### src/hw/rtl/hash_sparse_row_accumulator_top_assert.svh
// Assertion macros for the hash sparse row accumulator.
// Used by the back-end module; no other dependencies.
`ifndef HASH_SPARSE_ROW_ACCUMULATOR_TOP_ASSERT_SVH
`define HASH_SPARSE_ROW_ACCUMULATOR_TOP_ASSERT_SVH

// Implication checked on every clock edge outside reset.
`define HSRA_ASSERT_IMP(label, clk, rst_n, a, c) \
  label: assert property (@(posedge clk) disable iff (!rst_n) (a) |-> (c)) \
    else $error("hsra assertion failed");

// Next-cycle implication checked outside reset.
`define HSRA_ASSERT_NEXT(label, clk, rst_n, a, c) \
  label: assert property (@(posedge clk) disable iff (!rst_n) (a) |=> (c)) \
    else $error("hsra assertion failed");

`endif

### src/hw/rtl/hsra_pkg.sv
// Package for the hash sparse row accumulator: sizes, codes and payload types.
// No dependencies.
package hsra_pkg;

  localparam int PrimarySlots = 128;
  localparam int OverflowSlots = 1024;
  localparam int KeyBits = 24;
  localparam int PIdxW = $clog2(PrimarySlots);
  localparam int OIdxW = $clog2(OverflowSlots);
  localparam int TotalSlots = PrimarySlots + OverflowSlots;
  localparam int CurW = $clog2(TotalSlots + 1);
  localparam int QDepth = 2;
  // Length of the pass that clears both tables, one entry of each per cycle.
  localparam int WipeSlots = (OverflowSlots > PrimarySlots) ? OverflowSlots : PrimarySlots;

  typedef enum logic [2:0] {
    KIND_NEW = 3'd0,
    KIND_ACC = 3'd1,
    KIND_LOST = 3'd2,
    KIND_DRAIN = 3'd3,
    KIND_END = 3'd4
  } kind_t;

  localparam logic CMD_INSERT = 1'b0;
  localparam logic CMD_DRAIN = 1'b1;

  localparam logic [0:0] CFG_OVF_SIZE = 1'b0;
  localparam logic [0:0] CFG_SKIP = 1'b1;

  typedef struct packed {
    logic command;
    logic [23:0] column;
    logic signed [31:0] b_value;
    logic signed [31:0] a_multiplier;
  } in_item_t;

  typedef struct packed {
    logic [2:0] result_kind;
    logic [10:0] slot;
    logic [23:0] out_column;
    logic signed [31:0] out_value;
    logic [15:0] insert_count;
    logic row_failed;
    logic last;
  } out_item_t;

  // Classified work handed from front to back.
  typedef struct packed {
    logic command;
    logic [KeyBits-1:0] key;
    logic signed [31:0] prod;
  } work_t;

  typedef enum logic [3:0] {
    ST_IDLE,
    ST_PRD,
    ST_PCHK,
    ST_ORD,
    ST_OCHK,
    ST_PWR,
    ST_OWR,
    ST_DSCAN,
    ST_DCHK,
    ST_CLR,
    ST_WIPE,
    ST_EMIT
  } st_t;

endpackage

### src/hw/rtl/hsra_front.sv
// Front end: accepts items, forms the saturated Q16.16 product, and queues work.
// Depends on hsra_pkg.
module hsra_front (
  input  logic              clk,
  input  logic              rst_n,
  input  logic              in_valid,
  output logic              in_ready,
  input  hsra_pkg::in_item_t in_data,
  output logic              q_valid,
  input  logic              q_ready,
  output hsra_pkg::work_t   q_data
);
  // Multiply stage registers.
  logic               m_v_r;
  logic               m_cmd_r;
  logic [hsra_pkg::KeyBits-1:0] m_key_r;
  logic signed [63:0] m_p_r;
  logic signed [31:0] prod;
  logic signed [63:0] q;
  hsra_pkg::work_t    fifo_r [hsra_pkg::QDepth];
  logic [0:0]         wp_r, rp_r;
  logic [1:0]         cnt_r;
  logic               push, pop;

  // Accept only when the multiply stage and queue have room.
  assign in_ready = !m_v_r && (cnt_r < 2'(hsra_pkg::QDepth));
  assign push = m_v_r;
  assign pop = q_valid && q_ready;

  always_ff @(posedge clk) begin
    if (!rst_n) begin
      m_v_r <= 1'b0;
    end else begin
      m_v_r <= in_valid && in_ready;
    end
    m_cmd_r <= in_data.command;
    m_key_r <= in_data.column[hsra_pkg::KeyBits-1:0];
    m_p_r <= 64'(in_data.b_value) * 64'(in_data.a_multiplier);
  end

  // Arithmetic shift floors toward minus infinity; then saturate.
  always_comb begin
    q = m_p_r >>> 16;
    if (q > 64'sd2147483647) prod = 32'sh7fffffff;
    else if (q < -64'sd2147483648) prod = 32'sh80000000;
    else prod = q[31:0];
  end

  // Small work queue.
  always_ff @(posedge clk) begin
    if (!rst_n) begin
      wp_r <= '0;
      rp_r <= '0;
      cnt_r <= '0;
    end else begin
      if (push) wp_r <= wp_r + 1'b1;
      if (pop) rp_r <= rp_r + 1'b1;
      cnt_r <= cnt_r + 2'(push) - 2'(pop);
    end
    if (push) fifo_r[wp_r] <= '{command: m_cmd_r, key: m_key_r, prod: prod};
  end

  assign q_valid = (cnt_r != 2'd0);
  assign q_data = fifo_r[rp_r];
endmodule

### config.mk
export PLATFORM = sky130hd
export DESIGN_NAME = hsra_front
export DESIGN_NICKNAME = d
export VERILOG_FILES = /design/src/hw/rtl/hash_sparse_row_accumulator_top_assert.svh /design/src/hw/rtl/hsra_pkg.sv /design/src/hw/rtl/hsra_front.sv
export SDC_FILE = /design/constraint.sdc
export NUM_CORES = 2
export LEC_CHECK = 0
export BUFFER_PORTS_ARGS = -buffer_cell sky130_fd_sc_hd__buf_2
export CAP_MARGIN = 20
export CORE_MARGIN = 1.5
export CORE_UTILIZATION = 28
export DETAILED_ROUTE_END_ITERATION = 10
export GPL_ROUTABILITY_DRIVEN = 0
export PLACE_DENSITY = 0.42
export SYNTH_ARGS = -nofsm -noshare
export SYNTH_HDL_FRONTEND = slang
export SYNTH_SLANG_ARGS = --single-unit
### constraint.sdc
create_clock -name clk -period 9.75 [get_ports clk]
set_input_delay 1.4625 -clock clk [delete_from_list [all_inputs] [get_ports clk]]
set_output_delay 1.4625 -clock clk [all_outputs]
set_load 0.01 [all_outputs]
; Word level (Yosys, flattened, before mapping)
; Memories as Yosys holds them, arrays and structs flattened. A register that Yosys moved wholly into a read port is not among the register bits.
; Index checks and enable logic that the tools add are counted.
[word_totals]
n_memories = 1
ramBits = 114
register_bits = 94
elab_cells = 27
inputBits = 93
[op_classes]
multipliers = 1
n_reduce_logical = 5
mux = 6
add_sub_neg = 4
magnitude_cmp = 3
[mem_list]
columns = memory, depth, width, read_ports, rd_clocked_by_memory_dff, write_ports, line
row1 = fifo_r, 2, 57, 1, 1, 1, hsra_front.sv:20  ; hsra_pkg::work_t fifo_r [hsra_pkg::QDepth];
[ops]
columns = op, n
row1 = multiplier 32 x 32 -> 64 bit, 1
row2 = two-way mux 32 bit, 2
row3 = > comparator 48 x 32 -> 1 bit (second input constant), 1
row4 = < comparator 48 x 32 -> 1 bit (second input constant), 1
row5 = two-way mux 1 bit, 4
row6 = logical AND 1 bit, 3
row7 = adder 1 bit (second input constant), 2
row8 = adder 2 x 1 -> 2 bit, 1
row9 = < comparator 2 bit (second input constant), 1
row10 = nonzero test 2 bit, 1
row11 = subtractor 2 x 1 -> 2 bit, 1
row12 = logical NOT 1 bit, 1

; Depth between registers and ports, before layout
[logic_depth]
word_depth = 4
ltp_mapped = 29
depth_no_buf = 27

; Worst setup path before layout
; OpenSTA, ideal clock, no wires.
[synth_path]
path_kind = in2reg
startpoint = in in_data[63] (netlist bit)
endpoint = reg m_p_r[63]
t_required_ns = 9.671
slack_ns = 0.974
cell_stages = 26
setup_ns = 0.079
arrival_time_ns = 8.697
path_cell_list = clkbuf_1 > nand2_1 > inv_1 > fa_1 > inv_1 > fa_1 > inv_1 > fa_1 > fa_1 > inv_1 > fa_1 > inv_1 > fa_1 > inv_1 > fa_1 > inv_1 > fa_1 > ha_1 > and4_1 > nand2_1 > nor3b_1 > a221oi_1 > o21ai_0 > a41oi_4 > o2111a_1 > a211oi_2
[synth_via]
elab_chain_len = 1
[synth_lines]
columns = element, line
row1 = "start, declared", hsra_front.sv:8  ; input hsra_pkg::in_item_t in_data,
row2 = multiplier 32 x 32 -> 64 bit, hsra_front.sv:38  ; m_p_r <= 64'(in_data.b_value) * 64'(in_data.a_multiplier);
row3 = "end signal, assigned", hsra_front.sv:38
row4 = "end, declared", hsra_front.sv:17  ; logic signed [63:0] m_p_r;
; Every way passes these cells.
; A chain may end at the register's enable or synchronous reset.

; Worst setup path in the final report
[layout_path]
startpoint = in in_data[51] (netlist bit)
endpoint = reg m_p_r[43]
; Same word-level chain as after synthesis.

==> results.py <==
metrics = {
    "worst_setup_path": {
        "cp_max_fo": 22,
        "required_ns": 10.08,
        "arrival_ns": 9.53,
        "critical_path.startpoint_type": "primary input",
        "path_class": "in2reg",
        "endpoint_kind": "flop",
    },
    "synthesis": {
        "synth_seq_cells": 193,
        "async_flop_share": 0,
        "synthFlopType": "edfxtp_1",
        "synth_warnings": 0,
        "yosys.cell_types.count": 72,
        "seq_area_frac_synth": 0.119,
        "synth_area_per_cell_um2": 10.1,
        "synth-edff-count": 114,
        "synthCells": 4190,
        "synth_fp_nets": 5546,
        "syn-cell-area_um2": 42100,
    },
    "worst_hold_path": {
        "hp-class": "reg2reg",
    },
    "sta": {
        "setup_ws_ns": 0.557,
        "slew_violations": 0,
        "hold_viol": 0,
        "max_freq_ghz": 0.109,
        "setup_viol_count_final": 0,
        "grt_setup_unrepaired": "no",
        "final.setup.tns_ns": 0,
        "tightest_slew_ns": 0.973,
        "period_share": 0.943,
        "period_needed_ns": 9.19,
        "finClkSkew_ns": 0.0146,
        "max_slew_margin": 0.351,
    },
    "global_routing": {
        "grtUsageTotal": 0.177,
        "grt_overflow": 0,
        "grt_start_max_net_pins": 58,
        "antenna_found_initial": 10,
        "grt_first_pass_wirelength_um": 199000,
        "grt_pass1_vias": 32000,
    },
    "cells_and_area": {
        "final_common_cell": "fa_1",
        "ff_latch_area_um2": 5010,
        "multi_input_area_um2": 32500,
        "layout_common_cells": "fa_1 (1,081), inv_1 (1,020), nand2_1 (531), and2_1 (505), ha_1 (182)",
        "syn_to_final_growth_pct": 9.55,
        "drive_above_1_share": 0.0888,
        "layout.nets": 5612,
        "fillers": 15800,
    },
    "clock_tree": {
        "cts_buffers": 17,
        "cts_setup_buffers": 0,
        "clk_pin_slew_ns": 0.07,
        "h-tree-depth": 4,
        "cts_tree": "yes",
        "cts.path.max_buffers": 2,
        "clock-root-buffer": "clkbuf_16",
        "clock-sinks": 193,
        "cts_resized": 0,
        "hold_buffers": 0,
        "clk_latency_ns": 0.46,
    },
    "detailed_routing": {
        "firstDrtPassIters": 5,
        "drc": 0,
        "viasPerCell": 4.39,
        "vias": 27600,
        "ant_nets": 0,
        "initialDrtViolationCount": 1363,
        "avgRoutedWirePerCell_um": 20.4,
        "drt-total-wl_um": 129000,
    },
    "run": {
        "maxCapViolCount": 0,
    },
    "floorplanning": {
        "ioPinCount": 152,
        "initial_core_util": 0.282,
        "die_x_um": 391,
        "die_area_um2": 153000,
        "coreArea_um2": 150000,
        "num_rows": 142,
        "dieHeight_um": 391,
    },
    "run_status": {
        "status": "complete, no violations",
    },
    "place": {
        "portBuffers": 151,
        "hpwl_um": 106000,
        "dp_slack_ns": 0.137,
    },
}
==> per-layer routing <==
metal	vias to the layer above	wire length [um]	part of all wire	GRT usage
met5	-	0	0	0
met4	0	3740	0.029	0.0443
met1	14600	53900	0.42	0.220
li1	12300	-	-	-
met2	554	66700	0.52	0.324
met3	145	4230	0.033	0.0192
==> flip-flops by register name (all words and copies together) (netlist names), named ones only <==
name / cells
rp_r: 1
m_key_r: 24
m_p_r: 48
m_v_r: 1
m_cmd_r: 1
fifo_r: 114
cnt_r: 2
wp_r: 1
==> synth_stat cells, types with 2 or more instances <==
| master | n | share of area |
|---|---|---|
| a211oi_1 | 5 | 0.00089 |
| a211oi_2 | 2 | 0.00059 |
| a21boi_1 | 2 | 0.00036 |
| a21o_1 | 51 | 0.0091 |
| a21oi_1 | 55 | 0.0065 |
| a21oi_2 | 3 | 0.00062 |
| a31oi_1 | 8 | 0.0012 |
| a41o_1 | 2 | 0.00048 |
| and2_1 | 506 | 0.075 |
| and2b_1 | 2 | 0.00036 |
| and3_1 | 4 | 0.00059 |
| and4_1 | 4 | 0.00083 |
| buf_2 | 7 | 0.00083 |
| buf_4 | 4 | 0.00071 |
| clkbuf_1 | 206 | 0.018 |
| dfxtp_1 | 79 | 0.038 |
| edfxtp_1 | 114 | 0.081 |
| fa_1 | 1081 | 0.51 |
| ha_1 | 182 | 0.054 |
| inv_1 | 1020 | 0.091 |
| mux2_2 | 57 | 0.015 |
| nand2_1 | 531 | 0.047 |
| nand2b_1 | 8 | 0.0012 |
| nand3_1 | 13 | 0.0015 |
| nand3b_1 | 2 | 0.00036 |
| nand4_1 | 15 | 0.0022 |
| nor2_1 | 49 | 0.0044 |
| nor2_2 | 2 | 0.00030 |
| nor2b_1 | 7 | 0.0010 |
| nor3_1 | 4 | 0.00048 |
| nor4_1 | 7 | 0.0010 |
| o211ai_1 | 5 | 0.00089 |
| o21a_1 | 3 | 0.00053 |
| o21ai_0 | 23 | 0.0027 |
| o21ai_1 | 10 | 0.0012 |
| o21ai_2 | 2 | 0.00042 |
| o21bai_1 | 12 | 0.0021 |
| o31ai_1 | 4 | 0.00071 |
| or3_1 | 2 | 0.00030 |
| xnor2_1 | 45 | 0.0094 |
| xor2_1 | 21 | 0.0044 |
==> through the flow <==
stage          hold WS [ns]  utilization  instance area (um^2)  instances
6_report              0.425        0.308                 46200       6289
5_1_grt               0.434        0.308                 46100       6286
4_1_cts               0.428        0.308                 46100       6284
3_5_place_dp          0.411        0.304                 45500       6252
3_3_place_gp          0.405        0.304                 45500       6252
2_1_floorplan         0.404            -                 42100       4190
==> worst paths after layout <==
kind / depth (start not counted) / end / slack (ns) / from
worst max register to register: 2 / fifo_r[0][28] / 7.59 / m_v_r
worst min-delay path: 0 / fifo_r[0][48] / 0.42 / m_key_r[16]
worst max-delay path: 24 / m_p_r[43] / 0.56 / in_data[51]
worst min register to register: 0 / fifo_r[0][48] / 0.42 / m_key_r[16]
==> logic make-up after synthesis <==
family                   after synthesis  share of synthesized area
flip-flops                           193                      0.119
XOR/XNOR                              66                     0.0137
AO/OA/AOI/OAI                        208                     0.0346
adder cells (fa/ha/maj)             1263                      0.568
multiplexers                          57                     0.0152
AND/OR/NAND/NOR                     1165                      0.139
buffers and inverters               1238                      0.111
==> worst max-delay path: stages <==
cell       delay, ns
buf_2           0.50
buf_4           0.38
nand2_1         0.11
fa_1            0.39
fa_1            0.57
fa_1            0.45
fa_1            0.55
inv_1           0.06
fa_1            0.48
fa_1            0.48
fa_1            0.53
inv_1           0.05
fa_1            0.47
inv_1           0.04
ha_1            0.44
nand4_1         0.20
nor2_1          0.33
o2111ai_1       0.16
a31oi_1         0.67
nand3b_1        0.25
a31oi_1         0.22
o21ai_1         0.39
a21boi_1        0.14
xnor2_1         0.15
==> cell type report <==
class | instances | area share
flip-flops and latches | 193 | 0.108
clock inverters | 15 | 0.00363
repair buffers | 265 | 0.0371
multi-input cells | 2759 | 0.704
diodes | 4 | 0.000217
inverters | 1020 | 0.0830
clock buffers | 17 | 0.00922
well taps | 2016 | 0.0547
Power is not shown: default switching activity piles up to over one toggle a cycle in this logic, so the estimate is an artifact.
